===== config.mk =====
export PLATFORM = sky130hd
export DESIGN_NAME = line_rasterizer_pixel_writer_flat
export DESIGN_NICKNAME = d
export VERILOG_FILES = /design/src/sv/lrpw_pkg.sv /design/src/sv/lrpw_if.sv /design/src/sv/lrpw_cfg_regs.sv /design/src/sv/lrpw_stepper.sv /design/src/sv/lrpw_pixel_out.sv /design/src/sv/line_rasterizer_pixel_writer.sv /design/src/flat_wrapper.sv
export SDC_FILE = /design/constraint.sdc
export NUM_CORES = 1
export LEC_CHECK = 0
export BUFFER_PORTS_ARGS = -buffer_cell sky130_fd_sc_hd__clkbuf_2
export CAP_MARGIN = 20
export CORE_ASPECT_RATIO = 0.9
export CORE_MARGIN = 5
export CORE_UTILIZATION = 50
export CTS_CLUSTER_DIAMETER = 150
export DETAILED_ROUTE_END_ITERATION = 8
export MAX_ROUTING_LAYER = met4
export PLACE_DENSITY = 0.68
export RECOVER_POWER = 100
export REMOVE_ABC_BUFFERS = 1
export SETUP_SLACK_MARGIN = 0.5
export SLEW_MARGIN = 10
export SYNTH_ARGS = -nofsm -noshare
export SYNTH_HDL_FRONTEND = slang
export SYNTH_SLANG_ARGS = --single-unit

===== constraint.sdc =====
create_clock -name clk -period 7.95 [get_ports clk]
set_clock_uncertainty 0.15 [all_clocks]
set_input_delay 1.59 -clock clk [delete_from_list [all_inputs] [get_ports clk]]
set_output_delay 1.59 -clock clk [all_outputs]
set_load 0.01 [all_outputs]

===== src/sv/lrpw_pkg.sv =====
// ----------------------------------------------------------------------------
// lrpw_pkg
// Types, codes and helpers shared by the line rasterizer pixel writer.
// ----------------------------------------------------------------------------
`default_nettype none

package lrpw_pkg;

  localparam int COORD_W    = 16;   // endpoint field width
  localparam int COLOR_W    = 32;
  localparam int SIDE_CFG_W = 13;   // screen_width / screen_height register width
  localparam int PIX_IDX_W  = 24;
  localparam int CFG_ADDR_W = 2;
  localparam int CFG_DATA_W = SIDE_CFG_W;

  localparam logic [SIDE_CFG_W-1:0] WIDTH_RESET  = 13'd1024;
  localparam logic [SIDE_CFG_W-1:0] HEIGHT_RESET = 13'd768;

  // input item function codes
  localparam logic FUNC_START = 1'b0;
  localparam logic FUNC_STEP  = 1'b1;

  // configuration register indexes
  localparam logic [CFG_ADDR_W-1:0] CFG_SCREEN_WIDTH   = 2'd0;
  localparam logic [CFG_ADDR_W-1:0] CFG_SCREEN_HEIGHT  = 2'd1;
  localparam logic [CFG_ADDR_W-1:0] CFG_PIXEL_FORMAT   = 2'd2;
  localparam logic [CFG_ADDR_W-1:0] CFG_BUFFER_PRESENT = 2'd3;

  typedef struct packed {
    logic [SIDE_CFG_W-1:0] screen_width;
    logic [SIDE_CFG_W-1:0] screen_height;
    logic                  pixel_format;
    logic                  buffer_present;
  } lrpw_cfg_t;

  // one pixel of the active line, handed from the stepper to the output stage
  typedef struct packed {
    logic                      emit;
    logic signed [COORD_W-1:0] x;
    logic signed [COORD_W-1:0] y;
    logic                      last;
    logic [COLOR_W-1:0]        color;
  } lrpw_pix_t;

  function automatic logic [COLOR_W-1:0] rgb565_pack(input logic [COLOR_W-1:0] c);
    logic [COLOR_W-1:0] r;
    r = ((c >> 8) & 32'h0000_F800) | ((c >> 5) & 32'h0000_07E0) |
        ((c >> 3) & 32'h0000_001F);
    return r;
  endfunction

endpackage

`default_nettype wire


===== src/sv/lrpw_if.sv =====
// ----------------------------------------------------------------------------
// lrpw_in_if / lrpw_out_if
// Valid/ready channels for line commands and emitted pixels.
// ----------------------------------------------------------------------------
`default_nettype none

interface lrpw_in_if;
  logic        valid;
  logic        ready;
  logic        func;
  logic [15:0] start_x;
  logic [15:0] start_y;
  logic [15:0] end_x;
  logic [15:0] end_y;
  logic [31:0] color;

  modport source (output valid, func, start_x, start_y, end_x, end_y, color,
                  input ready);
  modport sink   (input valid, func, start_x, start_y, end_x, end_y, color,
                  output ready);
endinterface

interface lrpw_out_if;
  logic        valid;
  logic        ready;
  logic [23:0] pixel_index;
  logic [31:0] pixel_data;
  logic        write_enable;
  logic        last;

  modport source (output valid, pixel_index, pixel_data, write_enable, last,
                  input ready);
  modport sink   (input valid, pixel_index, pixel_data, write_enable, last,
                  output ready);
endinterface

`default_nettype wire


===== src/sv/lrpw_cfg_regs.sv =====
// ----------------------------------------------------------------------------
// lrpw_cfg_regs
// Screen geometry, pixel format and buffer-present registers.
// ----------------------------------------------------------------------------
`default_nettype none

module lrpw_cfg_regs
  import lrpw_pkg::*;
(
  input  wire logic                  clk,
  input  wire logic                  rst_n,
  input  wire logic                  cfg_we,
  input  wire logic [CFG_ADDR_W-1:0] cfg_addr,
  input  wire logic [CFG_DATA_W-1:0] cfg_wdata,
  output lrpw_cfg_t                  cfg
);

  lrpw_cfg_t cfg_r, cfg_nxt;

  always_comb begin
    cfg_nxt = cfg_r;
    if (cfg_we) begin
      unique case (cfg_addr)
        CFG_SCREEN_WIDTH:   cfg_nxt.screen_width   = cfg_wdata;
        CFG_SCREEN_HEIGHT:  cfg_nxt.screen_height  = cfg_wdata;
        CFG_PIXEL_FORMAT:   cfg_nxt.pixel_format   = cfg_wdata[0];
        CFG_BUFFER_PRESENT: cfg_nxt.buffer_present = cfg_wdata[0];
        default:            cfg_nxt = cfg_r;
      endcase
    end
  end

  always_ff @(posedge clk) begin
    if (!rst_n) begin
      cfg_r.screen_width   <= WIDTH_RESET;
      cfg_r.screen_height  <= HEIGHT_RESET;
      cfg_r.pixel_format   <= 1'b0;
      cfg_r.buffer_present <= 1'b1;
    end else begin
      cfg_r <= cfg_nxt;
    end
  end

  assign cfg = cfg_r;

endmodule

`default_nettype wire


===== src/sv/lrpw_stepper.sv =====
// ----------------------------------------------------------------------------
// lrpw_stepper
// Bresenham line state: endpoint setup on start, one step per pixel.
// ----------------------------------------------------------------------------
`default_nettype none

module lrpw_stepper
  import lrpw_pkg::*;
#(
  parameter int COORD_BITS = 16
) (
  input  wire logic               clk,
  input  wire logic               rst_n,
  input  wire logic               accept,
  input  wire logic               func,
  input  wire logic [COORD_W-1:0] start_x,
  input  wire logic [COORD_W-1:0] start_y,
  input  wire logic [COORD_W-1:0] end_x,
  input  wire logic [COORD_W-1:0] end_y,
  input  wire logic [COLOR_W-1:0] color,
  output lrpw_pix_t               pix
);

  localparam int D_W = COORD_BITS + 1;
  localparam int E_W = COORD_BITS + 3;

  logic                         active_r, active_nxt;
  logic signed [COORD_BITS-1:0] cx_r, cx_nxt, cy_r, cy_nxt;
  logic signed [COORD_BITS-1:0] tx_r, tx_nxt, ty_r, ty_nxt;
  logic [D_W-1:0]               dx_r, dx_nxt, dy_r, dy_nxt;
  logic                         sx_neg_r, sx_neg_nxt, sy_neg_r, sy_neg_nxt;
  logic signed [E_W-1:0]        err_r, err_nxt;
  logic [COLOR_W-1:0]           color_r, color_nxt;

  logic signed [COORD_BITS-1:0] x0, y0, x1, y1;
  logic [D_W-1:0]               diff_x, diff_y, adx, ady;
  logic signed [E_W-1:0]        dx_s, dy_s, half_dx, half_dy;
  logic                         done, step_x, step_y, emit;

  // endpoints: low COORD_BITS bits as two's complement
  assign x0 = signed'(start_x[COORD_BITS-1:0]);
  assign y0 = signed'(start_y[COORD_BITS-1:0]);
  assign x1 = signed'(end_x[COORD_BITS-1:0]);
  assign y1 = signed'(end_y[COORD_BITS-1:0]);

  assign diff_x  = D_W'(x1) - D_W'(x0);
  assign diff_y  = D_W'(y1) - D_W'(y0);
  assign adx     = (x1 > x0) ? diff_x : D_W'(0) - diff_x;
  assign ady     = (y1 > y0) ? diff_y : D_W'(0) - diff_y;
  assign half_dx = signed'({2'b00, adx >> 1});
  assign half_dy = signed'({2'b00, ady >> 1});

  assign dx_s   = signed'({2'b00, dx_r});
  assign dy_s   = signed'({2'b00, dy_r});
  assign done   = (cx_r == tx_r) && (cy_r == ty_r);
  assign step_x = err_r > -dx_s;
  assign step_y = err_r < dy_s;
  assign emit   = accept && (func == FUNC_STEP) && active_r;

  always_comb begin
    active_nxt = active_r;
    cx_nxt     = cx_r;
    cy_nxt     = cy_r;
    tx_nxt     = tx_r;
    ty_nxt     = ty_r;
    dx_nxt     = dx_r;
    dy_nxt     = dy_r;
    sx_neg_nxt = sx_neg_r;
    sy_neg_nxt = sy_neg_r;
    err_nxt    = err_r;
    color_nxt  = color_r;
    if (accept && (func == FUNC_START)) begin
      active_nxt = 1'b1;
      cx_nxt     = x0;
      cy_nxt     = y0;
      tx_nxt     = x1;
      ty_nxt     = y1;
      dx_nxt     = adx;
      dy_nxt     = ady;
      sx_neg_nxt = !(x0 < x1);
      sy_neg_nxt = !(y0 < y1);
      err_nxt    = (adx > ady) ? half_dx : -half_dy;
      color_nxt  = color;
    end else if (emit) begin
      if (done) begin
        active_nxt = 1'b0;
      end else begin
        err_nxt = err_r - (step_x ? dy_s : E_W'(0)) + (step_y ? dx_s : E_W'(0));
        if (step_x) begin
          cx_nxt = sx_neg_r ? cx_r - COORD_BITS'(1) : cx_r + COORD_BITS'(1);
        end
        if (step_y) begin
          cy_nxt = sy_neg_r ? cy_r - COORD_BITS'(1) : cy_r + COORD_BITS'(1);
        end
      end
    end
  end

  always_ff @(posedge clk) begin
    if (!rst_n) begin
      active_r <= 1'b0;
    end else begin
      active_r <= active_nxt;
    end
  end

  always_ff @(posedge clk) begin
    cx_r     <= cx_nxt;
    cy_r     <= cy_nxt;
    tx_r     <= tx_nxt;
    ty_r     <= ty_nxt;
    dx_r     <= dx_nxt;
    dy_r     <= dy_nxt;
    sx_neg_r <= sx_neg_nxt;
    sy_neg_r <= sy_neg_nxt;
    err_r    <= err_nxt;
    color_r  <= color_nxt;
  end

  always_comb begin
    pix.emit  = emit;
    pix.x     = COORD_W'(cx_r);
    pix.y     = COORD_W'(cy_r);
    pix.last  = done;
    pix.color = color_r;
  end

endmodule

`default_nettype wire


===== src/sv/lrpw_pixel_out.sv =====
// ----------------------------------------------------------------------------
// lrpw_pixel_out
// Clipping, linear address, color packing and the result register.
// ----------------------------------------------------------------------------
`default_nettype none

module lrpw_pixel_out
  import lrpw_pkg::*;
#(
  parameter int MAX_SIDE = 4096
) (
  input  wire logic      clk,
  input  wire logic      rst_n,
  input  wire lrpw_cfg_t cfg,
  input  wire lrpw_pix_t pix,
  output logic           take_ok,
  lrpw_out_if.source     out_ch
);

  localparam int SIDE_W = $clog2(MAX_SIDE + 1);
  localparam int PROD_W = 2 * SIDE_W;
  localparam int SUM_W  = (PROD_W > PIX_IDX_W) ? PROD_W : PIX_IDX_W;

  logic                 valid_r, valid_nxt;
  logic [PIX_IDX_W-1:0] index_r;
  logic [COLOR_W-1:0]   data_r;
  logic                 we_r;
  logic                 last_r;

  logic [SIDE_W-1:0]    w, h;
  logic [COORD_W-1:0]   x_u, y_u;
  logic                 on;
  logic [PROD_W-1:0]    prod;
  logic [SUM_W-1:0]     sum;
  logic [PIX_IDX_W-1:0] index_c;
  logic [COLOR_W-1:0]   data_c;

  // sides above MAX_SIDE act as MAX_SIDE
  assign w = (cfg.screen_width > SIDE_CFG_W'(MAX_SIDE)) ? SIDE_W'(MAX_SIDE)
                                                        : SIDE_W'(cfg.screen_width);
  assign h = (cfg.screen_height > SIDE_CFG_W'(MAX_SIDE)) ? SIDE_W'(MAX_SIDE)
                                                         : SIDE_W'(cfg.screen_height);

  assign x_u = unsigned'(pix.x);
  assign y_u = unsigned'(pix.y);
  assign on  = cfg.buffer_present && !pix.x[COORD_W-1] && !pix.y[COORD_W-1] &&
               (x_u < COORD_W'(w)) && (y_u < COORD_W'(h));

  // when on screen, x < w and y < h both fit in SIDE_W bits
  assign prod    = PROD_W'(y_u[SIDE_W-1:0]) * PROD_W'(w);
  assign sum     = SUM_W'(prod) + SUM_W'(x_u[SIDE_W-1:0]);
  assign index_c = on ? sum[PIX_IDX_W-1:0] : '0;
  assign data_c  = cfg.pixel_format ? rgb565_pack(pix.color) : pix.color;

  assign take_ok = !valid_r || out_ch.ready;

  always_comb begin
    valid_nxt = valid_r;
    if (take_ok) begin
      valid_nxt = pix.emit;
    end
  end

  always_ff @(posedge clk) begin
    if (!rst_n) begin
      valid_r <= 1'b0;
    end else begin
      valid_r <= valid_nxt;
    end
  end

  always_ff @(posedge clk) begin
    if (take_ok && pix.emit) begin
      index_r <= index_c;
      data_r  <= data_c;
      we_r    <= on;
      last_r  <= pix.last;
    end
  end

  assign out_ch.valid        = valid_r;
  assign out_ch.pixel_index  = index_r;
  assign out_ch.pixel_data   = data_r;
  assign out_ch.write_enable = we_r;
  assign out_ch.last         = last_r;

endmodule

`default_nettype wire


===== src/sv/line_rasterizer_pixel_writer.sv =====
// ----------------------------------------------------------------------------
// line_rasterizer_pixel_writer
// Bresenham line generator emitting one framebuffer write per step command on an active line.
// ----------------------------------------------------------------------------
// A start command (func = 0) loads both endpoints and the color and emits
// nothing; each step command (func = 1) emits one pixel of the active line,
// from the first endpoint to the second, with last set on the endpoint. A
// step with no active line emits nothing. One command is accepted per clock:
// the Bresenham state update and the clip/address logic (one 13x13 multiply
// and add) sit between the line state registers and the result register, and
// a pixel appears on the output in the cycle after its step is transferred.
// in_ch.ready drops only while a result is held and out_ch.ready is low.
// Configuration writes take effect on the next emitted pixel.
// ----------------------------------------------------------------------------
`default_nettype none

module line_rasterizer_pixel_writer
  import lrpw_pkg::*;
#(
  parameter int MAX_SIDE   = 4096,
  parameter int COORD_BITS = 16
) (
  input  wire logic                  clk,
  input  wire logic                  rst_n,
  input  wire logic                  cfg_we,
  input  wire logic [CFG_ADDR_W-1:0] cfg_addr,
  input  wire logic [CFG_DATA_W-1:0] cfg_wdata,
  lrpw_in_if.sink                    in_ch,
  lrpw_out_if.source                 out_ch
);

  lrpw_cfg_t cfg;
  lrpw_pix_t pix;
  logic      take_ok;
  logic      in_xfer;

  assign in_ch.ready = take_ok;
  assign in_xfer     = in_ch.valid && take_ok;

  lrpw_cfg_regs u_cfg (
    .clk       (clk),
    .rst_n     (rst_n),
    .cfg_we    (cfg_we),
    .cfg_addr  (cfg_addr),
    .cfg_wdata (cfg_wdata),
    .cfg       (cfg)
  );

  lrpw_stepper #(
    .COORD_BITS (COORD_BITS)
  ) u_stepper (
    .clk     (clk),
    .rst_n   (rst_n),
    .accept  (in_xfer),
    .func    (in_ch.func),
    .start_x (in_ch.start_x),
    .start_y (in_ch.start_y),
    .end_x   (in_ch.end_x),
    .end_y   (in_ch.end_y),
    .color   (in_ch.color),
    .pix     (pix)
  );

  lrpw_pixel_out #(
    .MAX_SIDE (MAX_SIDE)
  ) u_out (
    .clk     (clk),
    .rst_n   (rst_n),
    .cfg     (cfg),
    .pix     (pix),
    .take_ok (take_ok),
    .out_ch  (out_ch)
  );

endmodule

`default_nettype wire

===== src/flat_wrapper.sv =====
// flat-port wrapper written by rule: the top's interface ports become plain ports
module line_rasterizer_pixel_writer_flat import lrpw_pkg::*;
#(
  parameter int MAX_SIDE   = 4096,
  parameter int COORD_BITS = 16
)
  (clk, rst_n, cfg_we, cfg_addr, cfg_wdata, in_ch_valid, in_ch_func, in_ch_start_x, in_ch_start_y, in_ch_end_x, in_ch_end_y, in_ch_color, in_ch_ready, out_ch_valid, out_ch_pixel_index, out_ch_pixel_data, out_ch_write_enable, out_ch_last, out_ch_ready);
  lrpw_in_if in_ch_i ();
  lrpw_out_if out_ch_i ();
  input  wire logic clk;
  input  wire logic rst_n;
  input  wire logic cfg_we;
  input  wire logic [CFG_ADDR_W-1:0] cfg_addr;
  input  wire logic [CFG_DATA_W-1:0] cfg_wdata;
  input wire logic [$bits(in_ch_i.valid)-1:0] in_ch_valid;
  input wire logic [$bits(in_ch_i.func)-1:0] in_ch_func;
  input wire logic [$bits(in_ch_i.start_x)-1:0] in_ch_start_x;
  input wire logic [$bits(in_ch_i.start_y)-1:0] in_ch_start_y;
  input wire logic [$bits(in_ch_i.end_x)-1:0] in_ch_end_x;
  input wire logic [$bits(in_ch_i.end_y)-1:0] in_ch_end_y;
  input wire logic [$bits(in_ch_i.color)-1:0] in_ch_color;
  output wire logic [$bits(in_ch_i.ready)-1:0] in_ch_ready;
  output wire logic [$bits(out_ch_i.valid)-1:0] out_ch_valid;
  output wire logic [$bits(out_ch_i.pixel_index)-1:0] out_ch_pixel_index;
  output wire logic [$bits(out_ch_i.pixel_data)-1:0] out_ch_pixel_data;
  output wire logic [$bits(out_ch_i.write_enable)-1:0] out_ch_write_enable;
  output wire logic [$bits(out_ch_i.last)-1:0] out_ch_last;
  input wire logic [$bits(out_ch_i.ready)-1:0] out_ch_ready;
  assign in_ch_i.valid = in_ch_valid;
  assign in_ch_i.func = in_ch_func;
  assign in_ch_i.start_x = in_ch_start_x;
  assign in_ch_i.start_y = in_ch_start_y;
  assign in_ch_i.end_x = in_ch_end_x;
  assign in_ch_i.end_y = in_ch_end_y;
  assign in_ch_i.color = in_ch_color;
  assign in_ch_ready = in_ch_i.ready;
  assign out_ch_valid = out_ch_i.valid;
  assign out_ch_pixel_index = out_ch_i.pixel_index;
  assign out_ch_pixel_data = out_ch_i.pixel_data;
  assign out_ch_write_enable = out_ch_i.write_enable;
  assign out_ch_last = out_ch_i.last;
  assign out_ch_i.ready = out_ch_ready;
  line_rasterizer_pixel_writer #(.MAX_SIDE(MAX_SIDE), .COORD_BITS(COORD_BITS)) u_core (.clk(clk), .rst_n(rst_n), .cfg_we(cfg_we), .cfg_addr(cfg_addr), .cfg_wdata(cfg_wdata), .in_ch(in_ch_i), .out_ch(out_ch_i));
endmodule

==> results of run 1 <==
## worst max path at each step
stage                                    start                                  end  cells after the start
after global routing            in_ch_end_y[0]           u_core.u_stepper.err_r[14]                     23
after CTS                 u_core.u_cfg.cfg[27]  u_core.u_out.out_ch.pixel_index[23]                     22
after detailed placement  u_core.u_cfg.cfg[27]  u_core.u_out.out_ch.pixel_index[23]                     22
after floorplan           u_core.u_cfg.cfg[27]  u_core.u_out.out_ch.pixel_index[23]                     22
after global placement    u_core.u_cfg.cfg[27]  u_core.u_out.out_ch.pixel_index[23]                     21
final                     u_core.u_cfg.cfg[27]  u_core.u_out.out_ch.pixel_index[23]                     22
## final cells by class
cell class | count | area [um2]
fill | 4062 | 19990
tap | 608 | 760.7
clock inverter | 21 | 305.3
inverter | 324 | 1220
timing repair buffer | 214 | 994.7
sequential | 239 | 6877
clock buffer | 31 | 733.2
multi-input combinational | 1755 | 14400
## per-stage QoR
stage | hold slack (ns) | power (uW) | utilization
2_1_floorplan | 0.2807 | 5200 | -
3_3_place_gp | 0.3082 | 6176 | 0.5398
3_5_place_dp | 0.3094 | 6319 | 0.5398
4_1_cts | 0.3180 | 7850 | 0.5627
5_1_grt | 0.3540 | 8521 | 0.5585
6_report | 0.3222 | 7860 | 0.5585
## sequential cells by signal, indices dropped and copies added (netlist names), 16 cells and up
name	cells
u_core.u_out.out_ch.pixel_data	32
u_core.u_stepper.color_r	32
u_core.u_cfg.cfg	28
u_core.u_out.out_ch.pixel_index	24
u_core.u_stepper.err_r	19
u_core.u_stepper.dx_r	17
u_core.u_stepper.dy_r	17
u_core.u_stepper.cx_r	16
u_core.u_stepper.cy_r	16
u_core.u_stepper.tx_r	16
u_core.u_stepper.ty_r	16
## power by group through the flow
stage / logic, uW / registers [uW] / clock network, uW
after floorplan: 3410 / 1790 / 0
final: 4550 / 1840 / 1470
after CTS: 4520 / 1830 / 1500
after global routing: 5130 / 1850 / 1540
after global placement: 4330 / 1850 / 0
after detailed placement: 4460 / 1860 / 0
## layout by cell type (no fill, tap or decap), types with 8 or more instances in the layout
master and instances:
inv_1 318, ha_1 240, nand2_1 239, edfxtp_1 209, fa_1 150, nor2_1 133, xnor2_1 124, clkbuf_1 111
a21oi_1 107, and2_1 92, clkbuf_2 81, o21ai_0 78, nor2b_1 49, nand3_1 41, xor2_1 41, nor3_1 40
a21o_1 40, a21boi_0 31, dfxtp_1 30, nand4_1 29, clkbuf_16 29, nor4_1 28, buf_4 24, nand2b_1 22
mux2_2 19, o21a_1 16, a211oi_1 16, or3_1 13, a31oi_1 13, mux2i_1 13, and2_0 11, o211ai_1 11
o31ai_1 11, o21bai_1 9, nor3b_1 9, clkinv_1 8, bufinv_16 8
## critical path, delay by kind of cell (launching register included)
kind                       cells  cell delay [ns]
adders and majority gates      7             3.30
and+or+nand+nor                6             1.39
buffers and inverters          4             0.21
xor gates and xnor gates       1             0.13
DFF                            1             0.62
AOI/OAI and AO/OA              4             1.20
## synth_stat cells (5+ instances only)
library cell,instances
a211oi_1,16
a21boi_0,31
a21o_1,40
a21oi_1,108
a22oi_1,5
a31oi_1,13
a41oi_1,7
and2_1,103
and3_1,7
buf_1,5
buf_2,10
clkbuf_1,53
dfxtp_1,30
edfxtp_1,209
fa_1,150
ha_1,240
inv_1,318
mux2_2,19
mux2i_1,13
nand2_1,239
nand2b_1,23
nand3_1,41
nand4_1,29
nor2_1,133
nor2b_1,55
nor3_1,41
nor3b_1,9
nor4_1,27
o211ai_1,11
o21a_1,16
o21ai_0,76
o21ai_1,8
o21bai_1,9
o31ai_1,11
o41ai_1,5
or3_1,13
xnor2_1,122
xor2_1,41
## logic make-up (layout without fill, tap and decap cells)
family	count (synthesis)	count (layout)	share of synthesized area
and+or+nand+nor	757	757	0.1675
AOI/OAI and AO/OA	409	409	0.1207
buffers and inverters	393	590	0.06569
adders and majority gates	390	390	0.2636
DFF	239	239	0.3018
xor gates and xnor gates	167	167	0.06552
muxes	32	32	0.01510
## per-layer routing
| layer | vias to the layer above | global-route usage | part of all wire |
|---|---|---|---|
| met2 | 678 | 0.3987 | 0.44 |
| li1 | 8530 | - | - |
| met4 | 0 | 0.05496 | 0.021 |
| met3 | 79 | 0.03813 | 0.085 |
| met5 | - | - | 0 |
| met1 | 8824 | 0.3579 | 0.45 |
## repair_timing
item	in CTS	in global routing
resized for setup	0	9
endpoints found under the setup margin	0	5
hold buffers	0	0
==> summary.md, run 1 <==
| Metric | Value |
|---|---|
| Slowest CP cell | `dfxtp_1` |
| Internal | `around 4500 uW` |
| Fin cells | `about 3200` |
| R2R Path Start | `u_core.u_cfg.cfg[27]` |
| Crit path time final | `between 7 and 8 ns` |
| Switching pwr | `approximately 3300 uW` |
| R2r endpoint | `u_core.u_out.out_ch.pixel_index[23]` |
| Clock slew at reported path FFs | `approximately 0.06 ns` |
| # clock sinks | `239` |
| Fmax | `approximately 140 MHz` |
| Wire length of the first global-routing pass | `just under 100000 um` |
| Slew HR | `-1.125` |
| Synthesized area per cell | `9.544 um2` |
| Max Slew Vio Count | `roughly 230` |
| Cell taking the most area after synthesis | `edfxtp_1` |
| Switching portion of total power | `0.4254` |
| Hold Path Class | `flip-flop to flip-flop` |
| Unique masters post-synth | `94` |
| Max-cap viol count | `4` |
| Crit share post-route | `0.9121` |
| Worst Hold Depth | `2` |
| Core area | `between 40000 and 50000 um2` |
| Placed insts | `approximately 3100` |
| P&R area growth vs syn | `11.00%` |
| Postcts setup bufs | `0` |
| GRT overflow | `0` |
| YS warnings | `0` |
| DIE AREA | `around 50000 um2` |
| Initial antenna violation count | `2` |
| Final Instance Area | `between 20000 and 30000 um2` |
| CP Class | `flip-flop to flip-flop` |
| Pre-CTS setup slack | `0.5246 ns` |
| Vias after detailed routing | `roughly 18000` |
| WP data arrival | `~7.4 ns` |
| Drt pass-1 iters | `7` |
| Asr flop ratio synth | `0` |
| TritonCTS buffer count | `28` |
| Number of buffers added on ports | `176` |
| Placer Congestion | `roughly 0.93` |
| Failing checks | `max-capacitance violations, max-slew violations` |
| PwrDens | `310.8 nW/um2` |
| Largest net degree at the start of global routing | `81` |
| Wirelength per Cell | `approximately 20 um` |
| Reg power frac | `0.234` |
| Part of the Yosys area used for sequential elements | `0.3018` |
| WHS Endpoint | `u_core.u_cfg.cfg[23]` |
| Vias in the first global route | `~18000` |
| Drt via density | `5.674` |
| Layout cells sized above 1 | `0.07895` |
| Pleak | `0.01097 uW` |
| Die X | `about 240 um` |
| Placed instance area | `approximately 24000 um2` |
| HP Start | `u_core.u_cfg.cfg[23]` |
| Final setup fails | `0` |
| Max incr delay on CP | `0.62 ns` |
| Synthesized cell area | `roughly 23000 um2` |
| Post-detailed-route count of antenna-violating nets | `0` |
| Worst EP required | `about 8.1 ns` |
| Site row count | `74` |
| RSZ-0062 raised after global routing | `true` |
| Setup WS post-layout | `~0.7 ns` |
| CP Capture Type | `flip-flop` |
| CP startpoint kind | `flip-flop` |
| Clock power frac | `0.187` |
| Nets | `a little over 3000` |
| Synth area leaders | `edfxtp_1 (28%), fa_1 (13%), ha_1 (13%)` |
| Residual DRC | `0` |
| Total wire length | `around 62000 um` |
| Final Hold Violating Endpoints | `0` |
| Chip height | `212.5 um` |
| Ant diodes | `0` |
| Status | `finished, violations left` |
| Clk Latency, worst-skew pair | `0.57 ns` |
| Reg2reg setup slack | `roughly 0.7 ns` |
| Setup TNS | `0 ns` |
| FF-to-FF path depth | `22` |
| #FFs+latches synth | `~240` |
| Hpwl dp | `50080 um` |
| DR iter-0 viols | `between 1500 and 2000` |
| H-tree levels | `1` |
| Crit-path cells | `nor2b_2 > and2_0 > fa_1 > inv_1 > fa_1 > inv_1 > fa_1 > fa_1 > fa_1 > inv_1 > fa_1 > inv_1 > ha_1 > or3_1 > nor3_1 > a21boi_0 > nor3_1 > a31o_2 > a41o_1 > o41a_1 > xnor2_1 > and2_0` |
| CTS tree | `done` |
| Post-synth EDFFs | `209` |
| Post-synth top flop | `edfxtp_1` |
| Root Buffer | `clkbuf_16` |
| Gate Count Post-Synth | `approximately 2400` |
| Starting Density | `0.5032` |
| Top-area cell type share of the netlist area | `0.2755` |
| Cell mode on critical path | `fa_1` |
| Worst slew pin tran | `roughly 3.2 ns` |
| Combinational share of power | `0.579` |
| Critical path fanouts, max | `13` |
| Ports | `between 150 and 200` |
| Maximum vdd drop | `about 0.00022 V` |
| CTS Buffer Depth | `3` |
| Overall routing resource usage | `0.2551` |
No activity file was read; power rests on OpenSTA's default activity.
==> run 2: changes to the inputs <==
--- a/config.mk
+++ b/config.mk
@@ -7,13 +7,11 @@
 export LEC_CHECK = 0
 export BUFFER_PORTS_ARGS = -buffer_cell sky130_fd_sc_hd__clkbuf_2
 export CAP_MARGIN = 20
-export CORE_ASPECT_RATIO = 0.9
 export CORE_MARGIN = 5
-export CORE_UTILIZATION = 50
+export CORE_UTILIZATION = 46
 export CTS_CLUSTER_DIAMETER = 150
 export DETAILED_ROUTE_END_ITERATION = 8
 export MAX_ROUTING_LAYER = met4
-export PLACE_DENSITY = 0.68
 export RECOVER_POWER = 100
 export REMOVE_ABC_BUFFERS = 1
 export SETUP_SLACK_MARGIN = 0.5
==> summary.md, run 2 (synthesis results as in run 1) <==
| Metric | Value |
|---|---|
| Status | `finished, violations left` |
| Failing checks | `max-capacitance violations, max-slew violations` |
| CP Class | `primary input to flip-flop` |
| CTS Buffer Depth | `3 (unchanged)` |
| Hold Path Class | `flip-flop to flip-flop` |
| Layout cells sized above 1 | `0.08085 (+0.001904)` |
| Residual DRC | `0 (unchanged)` |
| Nets | `3073 (+0.13%)` |
| # clock sinks | `239 (unchanged)` |
| Chip height | `232.5 um (+9.4%)` |
| Final setup fails | `0 (unchanged)` |
| CP Capture Type | `flip-flop` |
| Setup TNS | `0 ns (unchanged)` |
| DIE AREA | `54080 um2 (+8.3%)` |
| RSZ-0062 raised after global routing | `false` |
| Slew HR | `-1.259 (-0.1342)` |
| WHS Endpoint | `u_core.u_cfg.cfg[20]` |
| GRT overflow | `0 (unchanged)` |
| Crit path time final | `7.391 ns (+0.1401 ns)` |
| Overall power | `7723 uW (-1.7%)` |
| Hold buffer count at CTS | `0 (unchanged)` |
| Worst Hold Depth | `2 (unchanged)` |
| Die X | `232.5 um (-1.0%)` |
| Initial antenna violation count | `6 (+4)` |
| Wirelength per Cell | `19.76 um (+1.0%)` |
| Cell mode on critical path | `a21o_1` |
| Final Hold Violating Endpoints | `0 (unchanged)` |
| Crit-path cells | `clkbuf_2 > inv_1 > ha_1 > nand3_1 > or4_1 > a21o_1 > a31oi_1 > inv_2 > nand2_1 > o2bb2ai_1 > nor2_2 > inv_1 > ha_1 > a21o_1 > a21o_1 > a21oi_1 > o21ai_0 > a21oi_1 > a31oi_1 > buf_4 > and2_1 > a22oi_1 > o31ai_1` |
| CP startpoint kind | `primary input` |
| Crit path buf inv count | `5 (+1)` |
| CTS tree | `done` |
| Wire length of the first global-routing pass | `100100 um (+0.69%)` |
| Fmax | `135.3 MHz (-1.9%)` |
| R2R Path Start | `u_core.u_cfg.cfg[27]` |
| Root Buffer | `clkbuf_16` |
| TritonCTS buffer count | `29 (+3.6%)` |
| Commonest non-fill, non-tap cells in the layout | `inv_1 (316), ha_1 (240), nand2_1 (239)` |
| Clk Latency, worst-skew pair | `0.59 ns (+0.02 ns)` |
| Postcts setup bufs | `0 (unchanged)` |
| P&R area growth vs syn | `11.12%` |
| Core area | `48950 um2 (+8.1%)` |
| Overall routing resource usage | `0.2411 (-0.01400)` |
| FF-to-FF path depth | `22 (unchanged)` |
| Max-cap viol count | `5 (+1)` |
| HP Start | `u_core.u_cfg.cfg[20]` |
| Starting Density | `0.4654 (-0.03777)` |
| WP data arrival | `7.56 ns (+0.14 ns)` |
| Post-detailed-route count of antenna-violating nets | `0 (unchanged)` |
| Total wire length | `64290 um (+3.0%)` |
| R2r endpoint | `u_core.u_out.out_ch.pixel_index[23]` |
| Drt pass-1 iters | `5 (-2)` |
| Reg2reg setup slack | `0.82 ns (+0.12 ns)` |
| Clock slew at reported path FFs | `0.06 ns (about the same)` |
| Worst EP required | `8.11 ns (about the same)` |
| Largest net degree at the start of global routing | `84 (+3.7%)` |
| H-tree levels | `1 (unchanged)` |
| Max Slew Vio Count | `228 (+1.3%)` |
| Worst slew pin tran | `3.388 ns (+0.2012 ns)` |
| Post_cts resized | `0 (unchanged)` |
| DR iter-0 viols | `1116 (-26%)` |
| Maximum vdd drop | `0.0002844 V (+28%)` |
| Pleak | `0.01093 uW (-0.39%)` |
| Max incr delay on CP | `1.28 ns (+0.66 ns)` |
| Crit path max-delay family | `compound AO/OA/AOI/OAI gates` |
| Hpwl dp | `51820 um (+3.5%)` |
| Drt via density | `5.435 (-4.2%)` |
| Vias in the first global route | `17932 (-1.2%)` |
| Slowest CP cell | `a31oi_1` |
| Critical path fanouts, max | `19 (+6)` |
| Vias after detailed routing | `17684 (-2.4%)` |
| Commonest non-fill, non-tap cell in the layout | `inv_1` |
| Site row count | `81 (+9.5%)` |
| Ports | `177 (unchanged)` |
| Placer Congestion | `0.9444 (+1.5%)` |
| Crit share post-route | `0.9297 (+0.01762)` |
| Number of buffers added on ports | `176 (unchanged)` |
| PwrDens | `305.1 nW/um2 (-1.8%)` |
[run 2: metal layers]
metal	routed length, um	vias up	track usage
li1	-	8544	-
met1	29440	8587	0.3290
met2	29560	462	0.3817
met3	3777	91	0.03673
met4	1513	0	0.05944
met5	0	-	-
[run 2: worst min-delay path, stage by stage, from the launching register on]
cell and delay (ns):
dfxtp_1 0.30, nand2_1 0.05, a21boi_0 0.06
[run 2: per-stage QoR]
stage | area (um2) | util | hold WS [ns] | setup slack (ns) | std cells
2_1_floorplan | 22500 | - | 0.2807 | 1.086 | 2318
6_report | 25310 | 0.5171 | 0.3161 | 0.5585 | 3254
5_1_grt | 25310 | 0.5171 | 0.3460 | 0.2764 | 3254
3_5_place_dp | 24550 | 0.5014 | 0.3073 | 0.5586 | 3199
3_3_place_gp | 24540 | 0.5013 | 0.3098 | 0.7107 | 3198
4_1_cts | 25470 | 0.5203 | 0.3153 | 0.5729 | 3249
[run 2: worst max path at each step]
stage / depth (start not counted) / startpoint / slack (ns) / to
finish: 23 / in_ch_start_y[8] / 0.56 / u_core.u_stepper.err_r[15]
global route: 23 / in_ch_start_y[8] / 0.28 / u_core.u_stepper.err_r[15]
CTS: 22 / u_core.u_cfg.cfg[27] / 0.57 / u_core.u_out.out_ch.pixel_index[23]
detailed placement: 22 / u_core.u_cfg.cfg[27] / 0.56 / u_core.u_out.out_ch.pixel_index[23]
global placement: 22 / u_core.u_cfg.cfg[27] / 0.71 / u_core.u_out.out_ch.pixel_index[23]
floorplan: 22 / u_core.u_cfg.cfg[27] / 1.09 / u_core.u_out.out_ch.pixel_index[23]
[run 2: final cells by class]
cell class	instances	area, um2
Antenna cell	5	12.51
Fill cell	4631	23640
Sequential cell	239	6880
Inverter	324	1222
Clock inverter	16	176.4
Timing Repair Buffer	217	1026
Tap cell	664	830.8
Multi-Input combinational cell	1755	14420
Clock buffer	34	744.5
[run 2: power by group]
group          leakage, uW  total, uW  internal [uW]  switching [uW]
clock             0.000442       1320            764             560
combinational      0.00834       4580           1940            2640
sequential         0.00215       1820           1660             164
